[config.mk]
export PLATFORM = sky130hd
export DESIGN_NAME = sgpa_front
export DESIGN_NICKNAME = d
export VERILOG_FILES = /design/src/sv/sgpa_pkg.sv /design/src/sv/sgpa_front.sv
export SDC_FILE = /design/constraint.sdc
export NUM_CORES = 1
export LEC_CHECK = 0
export ABC_AREA = 1
export ABC_CLOCK_PERIOD_IN_PS = 5400
export BUFFER_PORTS_ARGS = -buffer_cell sky130_fd_sc_hd__buf_4
export CAP_MARGIN = 20
export CORE_MARGIN = 3
export CORE_UTILIZATION = 35
export DETAILED_ROUTE_END_ITERATION = 8
export PLACE_DENSITY = 0.49
export SETUP_SLACK_MARGIN = 0.2
export SLEW_MARGIN = 40
export SYNTH_ARGS = -nofsm -noshare
export SYNTH_HDL_FRONTEND = slang
export SYNTH_SLANG_ARGS = --single-unit
[constraint.sdc]
create_clock -name aclk -period 5.4 [get_ports aclk]
set_input_delay 1.08 -clock aclk [delete_from_list [all_inputs] [get_ports aclk]]
set_output_delay 1.08 -clock aclk [all_outputs]
set_load 0.01 [all_outputs]
[src/sv/sgpa_pkg.sv]
// Shared types, widths and constants of the streaming graph partition block.
`timescale 1ns / 1ps
package sgpa_pkg;

    localparam int VID_W    = 16;   // vertex index field
    localparam int DEG_W    = 16;   // degree field
    localparam int PC_W     = 5;    // partition code in table and results
    localparam int SCORE_W  = 16;
    localparam int SIZE_W   = 17;
    localparam int COST_W   = 17;
    localparam int ALPHA_W  = 24;
    localparam int LFSR_W   = 16;
    localparam int CFG_W    = 24;
    localparam int CFG_IX_W = 2;

    localparam int M_W        = SIZE_W + 1;       // m = 2L or 2L+1
    localparam int SQRT_SHIFT = 43;
    localparam int V_W        = 62;               // radicand width, even
    localparam int ROOT_W     = 31;
    localparam int PROD_W     = M_W + ROOT_W;
    localparam int D_W        = 34;               // penalty difference
    localparam int DH_W       = 17;               // half of D_W
    localparam int PL_W       = ALPHA_W + DH_W;
    localparam int FULL_W     = PL_W + DH_W + 1;
    localparam int DCQ_SHIFT  = 23;
    localparam int DCQ_W      = FULL_W - DCQ_SHIFT;
    localparam int Q_W        = DCQ_W + 2;
    localparam int MAGQ_W     = Q_W - 16;

    localparam int QDEPTH = 4;
    localparam int QA_W   = 2;
    localparam int QC_W   = 3;

    localparam logic [PC_W-1:0]     UNASSIGNED = 5'd17;
    localparam logic [SCORE_W-1:0]  SCORE_MAX  = 16'hFFFF;
    localparam logic [SIZE_W-1:0]   SIZE_MAX   = 17'h1FFFF;
    localparam logic [LFSR_W-1:0]   LFSR_MASK  = 16'hB400;
    localparam logic signed [COST_W-1:0] COST_MAX = 17'sd65535;
    localparam logic signed [COST_W-1:0] COST_MIN = -17'sd65536;
    localparam logic [MAGQ_W-1:0]   MAGQ_POS_LIM = 22'd65535;
    localparam logic [MAGQ_W-1:0]   MAGQ_NEG_LIM = 22'd65536;

    localparam logic [CFG_IX_W-1:0] CFG_NUM_PARTS     = 2'd0;
    localparam logic [CFG_IX_W-1:0] CFG_DEGREE_CUTOFF = 2'd1;
    localparam logic [CFG_IX_W-1:0] CFG_BALANCE_ALPHA = 2'd2;
    localparam logic [CFG_IX_W-1:0] CFG_RANDOM_SEED   = 2'd3;

    typedef struct packed {
        logic [VID_W-1:0] vertex_index;
        logic [DEG_W-1:0] vertex_degree;
        logic [VID_W-1:0] neighbor_index;
        logic             neighbor_valid;
        logic             last_of_vertex;
    } item_t;

    typedef struct packed {
        logic [PC_W-1:0]    np;
        logic [DEG_W-1:0]   degree_cutoff;
        logic [ALPHA_W-1:0] alpha;
        logic               lfsr_load;
        logic [LFSR_W-1:0]  lfsr_seed;
    } cfg_t;

    typedef enum logic [4:0] {
        ST_CLEAR, ST_IDLE, ST_NB_RD, ST_NB_UPD, ST_VX_RD, ST_VX_SEL, ST_LFSR_MUL,
        ST_SQ0_GO, ST_SQ0_WAIT, ST_SQ1_GO, ST_SQ1_WAIT, ST_MUL0, ST_MUL1,
        ST_DIFF, ST_PLO, ST_PHI, ST_DCQ, ST_Q, ST_CMP, ST_SIZE_DEC,
        ST_SIZE_INC, ST_EMIT
    } bstate_t;

endpackage

[src/sv/sgpa_front.sv]
// Front end: accepts items, drops header-only items, queues the rest.
`timescale 1ns / 1ps
module sgpa_front import sgpa_pkg::*; (
    input  logic        aclk,
    input  logic        aresetn,
    input  logic        s_tvalid,
    output logic        s_tready,
    input  logic [47:0] s_tdata,
    input  logic        s_tuser,
    input  logic        s_tlast,
    input  logic        clear_busy,
    output logic        q_valid,
    input  logic        q_ready,
    output item_t       q_item
);

    item_t            mem [QDEPTH];
    logic [QA_W-1:0]  wr_ptr_reg, rd_ptr_reg;
    logic [QC_W-1:0]  cnt_reg, cnt_next;
    logic             push, pop;
    item_t            in_item;

    assign s_tready = !clear_busy && (cnt_reg != QC_W'(QDEPTH));
    // items with neither a neighbor nor the last flag change nothing
    assign push     = s_tvalid && s_tready && (s_tuser || s_tlast);
    assign q_valid  = (cnt_reg != '0);
    assign pop      = q_valid && q_ready;
    assign q_item   = mem[rd_ptr_reg];

    always_comb begin
        in_item.vertex_index   = s_tdata[15:0];
        in_item.vertex_degree  = s_tdata[31:16];
        in_item.neighbor_index = s_tdata[47:32];
        in_item.neighbor_valid = s_tuser;
        in_item.last_of_vertex = s_tlast;
        cnt_next = cnt_reg + QC_W'(push) - QC_W'(pop);
    end

    always_ff @(posedge aclk) begin
        if (push) begin
            mem[wr_ptr_reg] <= in_item;
        end
    end

    always_ff @(posedge aclk) begin
        if (!aresetn) begin
            wr_ptr_reg <= '0;
            rd_ptr_reg <= '0;
            cnt_reg    <= '0;
        end else begin
            if (push) wr_ptr_reg <= wr_ptr_reg + 1'b1;
            if (pop)  rd_ptr_reg <= rd_ptr_reg + 1'b1;
            cnt_reg <= cnt_next;
        end
    end

endmodule

Word-level counts from Yosys, hierarchy flattened --
Memories as Yosys holds them, arrays and structs flattened. A register that Yosys moved wholly into a read port is not among the register bits. Cells that the tools add are included.
Storage, ports and cells: register bits after elaboration 7, bits in latches 0, RAM bits 200, ROM bits 0, input bits 55, output and inout port bits 52, word-level logic and storage cells 20, memories kept 1
Memory list:
- mem | depth 4, bits a word 50, rd ports 1, clocked after Yosys merged registers in 1, write ports 1, RTL line sgpa_front.sv:17 | item_t mem [QDEPTH];
Cells by class: $add $sub $neg 4, multipliers 0, divide/modulo/power cells 0, order comparisons 0, equality and inequality tests 1, shifts and indexed selects 0, multiplexer cells 4, bitwise gates (word level) 0, reductions and logical operators 7
Operators by type and width (count):
- 2-bit by 1-bit adder with 2-bit output (second input constant) | 2
- 1-bit logical AND | 4
- 2-bit two-way mux | 2
- 3-bit by 1-bit adder with 3-bit output | 1
- 3-bit != test (second input constant) | 1
- 3-bit nonzero test | 1
- 3-bit by 1-bit subtractor with 3-bit output | 1
- 1-bit two-way mux | 2
- 1-bit logical NOT | 1
- 1-bit logical OR | 1

Longest topological paths before layout --
Gate-level depths: netlist of run 1.
depth after elaboration 6, depth in mapped cells 14, mapped depth without buffers 14

Worst setup path before layout of run 1 --
Ideal clock, no wire load.
kind input to register, start point input port s_tvalid, end point memory mem[1][0] (netlist bit) (enable), setup time 0.458 ns, data arrival time 3.653 ns, data required time 4.942 ns, path slack 1.289 ns, stages 6, buffers on the path 0, cell sequence inv_1 > nor2_1 > inv_2 > nor2_2 > inv_2 > nor2_1
Between the ends: longest elaborated chain between the ends 4
RTL lines:
- start: declaration | RTL line sgpa_front.sv:6 | input logic s_tvalid,
- 1-bit logical AND (2 in a row) | RTL line sgpa_front.sv:25 | assign push = s_tvalid && s_tready && (s_tuser || s_tlast);
- 1-bit two-way mux | RTL line sgpa_front.sv:40 | if (push) begin
- 1-bit two-way mux (not written as such) | RTL line sgpa_front.sv:41 | mem[wr_ptr_reg] <= in_item;
- end: declaration | RTL line sgpa_front.sv:17
Every way passes these cells.

==> impl_metrics.tcl, run 1 <==
set metrics [dict create \
    drive_above_1_share_pct 23.1 \
    die_h_um 157 \
    place_inst 922 \
    port_buffers 106 \
    fin_cells 960 \
    clockRootBuffer "clkbuf_16" \
    initial_core_util_pct 36.0 \
    place_congestion 0.762 \
    place_area_mm2 0.00902 \
    wirelength_um 17300 \
    critPathMaxFanout 51 \
    synth_seq_area_share_pct 77.7 \
    timing.max_cap.violations 0 \
    cp-end-kind "output port" \
    fin_area_mm2 0.00973 \
    synth_top_area_cell "edfxtp_1" \
    final_util_pct 44.1 \
    power_mw 4.35 \
    holdPathStages 2 \
    diodes 0 \
    max_freq_mhz 292 \
    first_pass_iters 4 \
    hold_class "register to register" \
    cts.sink_count 209 \
    grtUsageTotal_pct 13.7 \
    synth.avg_cell_area_um2 14.3 \
    yosys_most_used_dff "edfxtp_1" \
    hold_ws_ns 0.494 \
    cts.repair.resized 0 \
    yosys-top-cells-count "edfxtp_1 (200), nor2_1 (114), o21ai_1 (90)" \
    ir_worst_vdd_uv 222 \
    setup_slack_ns 1.97 \
    drc 0 \
    preCtsSetupSlack_ns 2.07 \
    die-area_mm2 0.0246 \
    synth.area.top_cells "edfxtp_1 (75%), o21ai_1 (5.7%), nor2_1 (5.4%)" \
    fin_crit_ns 3.43 \
    cts_hold_buf 0 \
    post_drt_wl_per_cell_um 18.1 \
    area_delta_synth_final_pct 22.3 \
    hold_viol_final 0 \
    grt_max_degree 101 \
    synthArstFlopShare_pct 0 \
    antenna_left 0 \
    rsz0062_at_grt "false" \
    cts_setup_buffers 0 \
    grt_pass1_wl_um 26300 \
    die_w_um 157 \
    yosysMostFrequentCell "edfxtp_1" \
    core_mm2 0.0221 \
    relSlewSlack_pct 46.3 \
    synth_edf_count 200 \
    worst_pin_slew_ns 0.805 \
    num_vias 4742 \
    power.leakage_nw 3.41 \
    cts_buffers 23 \
    clkTransAtPathRegs_ns 0.06 \
    powerDensity_mw_per_mm2 447 \
    finalCritPeriodShare_pct 63.4 \
    num_io_pins 107 \
    clockBufferDepth 3 \
    status "finished, final reports clean" \
    cts_tree "built" \
    via_per_inst 4.94 \
    htree_levels 1 \
    cp.required_ns 4.32 \
    grt_pass1_vias 4758 \
    finalNetCount 730 \
    placementRows 54 \
    worstSetupStartpointType "register" \
    crit_arrival_ns 2.35 \
    dp_hpwl_um 9880 \
    synth_top_area_share_pct 75.5 \
    final.setup.tns_ns 0 \
    antenna_found_initial 1 \
    fin_worst_skew_ns 0.00569 \
    syn_inst 557 \
    overflow 0 \
    syn_nets 619 \
    r2r_cells 14 \
    largest_reg_flops 200 \
    slew_violations 0 \
    synth_seq_cells 209 \
    crit_type "register to output port" \
    netlist_area_mm2 0.00796 \
    clock_latency_ns 0.48 \
    drtIter0Drc 295 \
    setup_viol 0 \
    synth_cell_types 21 \
    yosysWarnings 0 \
]
final cells by class:
type,count,area (µm²)
Inverter,23,96.3
Clock inverter,7,86.3
Fill cell,1979,12400
Sequential cell,209,6190
Multi-Input combinational cell,294,1470
Clock buffer,30,602
Tap cell,280,350
Timing Repair Buffer,117,938
cell families after synthesis:
kind of cell / synth area share, %
flip-flops: 77.7
AO/OA/AOI/OAI: 10.3
AND/OR/NAND/NOR: 6.52
buffers and inverters: 4.10
adder cells (fa/ha/maj): 1.19
XOR/XNOR: 0.110
final timing paths:
path / startpoint / end / slack (ns)
min reg2reg: rd_ptr_reg[1]$_SDFFE_PN0P_ / register / 0.49
min: rd_ptr_reg[1]$_SDFFE_PN0P_ / register / 0.49
max reg2reg: cnt_reg[1]$_SDFF_PN0_ / cnt_reg[2]$_SDFF_PN0_ / 3.08
max: register / q_item[42] / 1.97
critical path, cell delays in order, from the launching register on:
cell     delay, ns
dfxtp_2       0.30
buf_4         0.29
inv_4         0.55
o21ai_1       0.16
o22ai_1       0.28
buf_4         0.19
routing by layer:
metal	GRT usage, %	part of all wire (%)	vias up
met1	17.8	43	2331
met2	23.0	49	111
met4	3.42	1.5	2
met5	0	0.075	-
met3	3.37	6.1	24
li1	-	-	2274
cell usage in the layout, fill, tap and decap left out, types with 3 or more instances in the layout:
master     instances
ha_1               6
buf_4            112
clkbuf_1           7
clkbuf_16         23
inv_1             19
o22ai_1           50
edfxtp_1         200
nand2_1           13
dfxtp_1            7
o21ai_0           11
clkinv_2           3
nor2_1           113
o21ai_1           90
nor2_4             4
power by group:
group | leakage [nW] | total (mW) | internal (mW) | switching, mW
logic | 1.19 | 1.02 | 0.412 | 0.607
clock network | 0.333 | 1.44 | 0.873 | 0.567
registers | 1.88 | 1.89 | 1.86 | 0.0384
Note: power is estimated with default switching activity, not from simulation.
==> run 2: changes to the inputs <==
--- a/config.mk
+++ b/config.mk
@@ -6,13 +6,13 @@
 export NUM_CORES = 1
 export LEC_CHECK = 0
 export ABC_AREA = 1
-export ABC_CLOCK_PERIOD_IN_PS = 5400
+export ABC_CLOCK_PERIOD_IN_PS = 3100
 export BUFFER_PORTS_ARGS = -buffer_cell sky130_fd_sc_hd__buf_4
 export CAP_MARGIN = 20
 export CORE_MARGIN = 3
 export CORE_UTILIZATION = 35
 export DETAILED_ROUTE_END_ITERATION = 8
-export PLACE_DENSITY = 0.49
+export PLACE_DENSITY = 0.51
 export SETUP_SLACK_MARGIN = 0.2
 export SLEW_MARGIN = 40
 export SYNTH_ARGS = -nofsm -noshare
==> constraint.sdc (replaced) <==
create_clock -name aclk -period 3.1 [get_ports aclk]
set_input_delay 0.62 -clock aclk [delete_from_list [all_inputs] [get_ports aclk]]
set_output_delay 0.62 -clock aclk [all_outputs]
set_load 0.01 [all_outputs]
==> run 2 against run 1 <==
  * Worst hold slack got worse by 0.19 ns
  * Critical path depth decreased by 1
  * Non-clock buffer count increased by 2
  * Power increased by 81%
  * Cell area increased by 0.85%
  * Via count increased by 1.6%
  * Sequential share of layout area decreased by 0.54 points
  * Routed wire length increased by 1.4%
  * Combinational power increased by 69%
  * First-iteration DRC count increased by 15%
  * Die area unchanged
  * Register-to-register slack got worse by 2.3 ns
  * Critical endpoint is now q_item[6]
  * Highest routed layer is now met4
==> impl_metrics.tcl, run 2 (same netlist as run 1, synthesis figures left out) <==
set metrics [dict create \
    drc 0 \
    die_h_um 157 \
    layout_common_cells "edfxtp_1 (200), buf_4 (118), nor2_1 (113), o21ai_1 (90), o22ai_1 (50)" \
    wirelength_um 17600 \
    die-area_mm2 0.0246 \
    clock_latency_ns 0.51 \
    final.setup.tns_ns 0 \
    path_cells "inv_8, nor2_1, o22ai_1, buf_4" \
    num_io_pins 107 \
    critical_path.top_delay_family "buffers and inverters" \
    initial_core_util_pct 36.0 \
    grt_pass1_wl_um 26500 \
    grt_max_degree 101 \
    crit_type "register to output port" \
    drive_above_1_share_pct 23.8 \
    core_mm2 0.0221 \
    post_drt_wl_per_cell_um 18.2 \
    fin_area_mm2 0.00982 \
    port_buffers 106 \
    dp_hpwl_um 10200 \
    placementRows 54 \
    finalNetCount 733 \
    fillers 1997 \
    finalCritPeriodShare_pct 88.5 \
    max_freq_mhz 365 \
    hold_class "input port to register" \
    place_congestion 0.801 \
    grtUsageTotal_pct 14.0 \
    setup_viol 0 \
    rsz0062_at_grt "false" \
    ir_worst_vdd_uv 452 \
    clockBufferDepth 3 \
    cts.sink_count 209 \
    num_vias 4816 \
    place_area_mm2 0.00901 \
    relSlewSlack_pct 58.9 \
    clockRootBuffer "clkbuf_16" \
    area_delta_synth_final_pct 23.3 \
    drtIter0Drc 338 \
    fin_crit_ns 2.74 \
    first_pass_iters 4 \
    cts_tree "built" \
    cts_hold_buf 0 \
    powerDensity_mw_per_mm2 803 \
    cp.required_ns 2.48 \
    timing.max_cap.violations 0 \
    antenna_found_initial 0 \
    fin_worst_skew_ns 0.0157 \
    slew_violations 0 \
    crit_slowest_cell "inv_8" \
    power_mw 7.88 \
    cp-end-kind "output port" \
    hold_viol_final 0 \
    critPathMaxFanout 100 \
    cts.repair.resized 0 \
    critPathBufInv 2 \
    largest_reg_flops 200 \
    diodes 0 \
    die_w_um 157 \
    worst_pin_slew_ns 0.616 \
    htree_levels 1 \
    cts_setup_buffers 0 \
    clkTransAtPathRegs_ns 0.06 \
    final_common_cell "edfxtp_1" \
    overflow 0 \
    critPathMaxStageDelay_ns 0.51 \
    crit_arrival_ns 2.12 \
    power.leakage_nw 3.46 \
    cts_buffers 24 \
    antenna_left 0 \
    via_per_inst 4.98 \
    grt_pass1_vias 4792 \
    status "finished, final reports clean" \
    worstSetupStartpointType "register" \
]
run 2: worst paths after layout:
| path | slack [ns] | start | cells past startpoint | end |
|---|---|---|---|---|
| max reg2reg | 0.80 | cnt_reg[1]$_SDFF_PN0_ | 14 | cnt_reg[2]$_SDFF_PN0_ |
| max | 0.36 | register | 4 | q_item[6] |
| min | 0.30 | s_tdata[24] | 1 | mem[0][26]$_DFFE_PP_ |
| min reg2reg | 0.52 | rd_ptr_reg[1]$_SDFFE_PN0P_ | 2 | register |
run 2: metrics by stage:
step                util (%)  setup slack [ns]  instances  hold WS [ns]
floorplan                  -             0.291        557         0.460
global placement        40.8             0.482        925         0.477
detailed placement      40.8             0.443        925         0.492
CTS                     44.4             0.314        968         0.278
global route            44.4             0.206        968         0.283
finish                  44.4             0.357        968         0.301
run 2: routing by layer:
layer	wire length, µm	vias up	track usage, %
met5	0	-	0
met4	321	0	4.04
met3	1060	28	3.13
met2	8160	125	22.3
met1	8040	2371	19.3
li1	-	2292	-
run 2: power by group:
part | internal [mW] | switching, mW | total (mW)
registers | 3.23 | 0.106 | 3.34
logic | 0.701 | 1.02 | 1.72
clock network | 1.75 | 1.07 | 2.82
total | 5.68 | 2.20 | 7.88
run 2: cell type report:
cell class | instances | area [µm²] | share of cell area (%)
clock buffers | 26 | 608 | 6.20
clock inverters | 17 | 198 | 2.01
inverters | 23 | 93.8 | 0.956
multi-input cells | 294 | 1470 | 15.0
flip-flops and latches | 209 | 6190 | 63.1
well taps | 280 | 350 | 3.57
repair buffers | 119 | 906 | 9.23
run 2: worst reg2reg max path, cell delays in order (launching register included):
cell and delay (ns):
dfxtp_1 0.38, nor2_1 0.08, nand2_1 0.10, nand2_1 0.10, nor2_2 0.15, inv_2 0.13, ha_1 0.30, inv_1 0.05
ha_1 0.13, inv_1 0.05, fa_1 0.37, xnor2_1 0.19, nand2_1 0.07, nand2_1 0.06, nor2_1 0.04
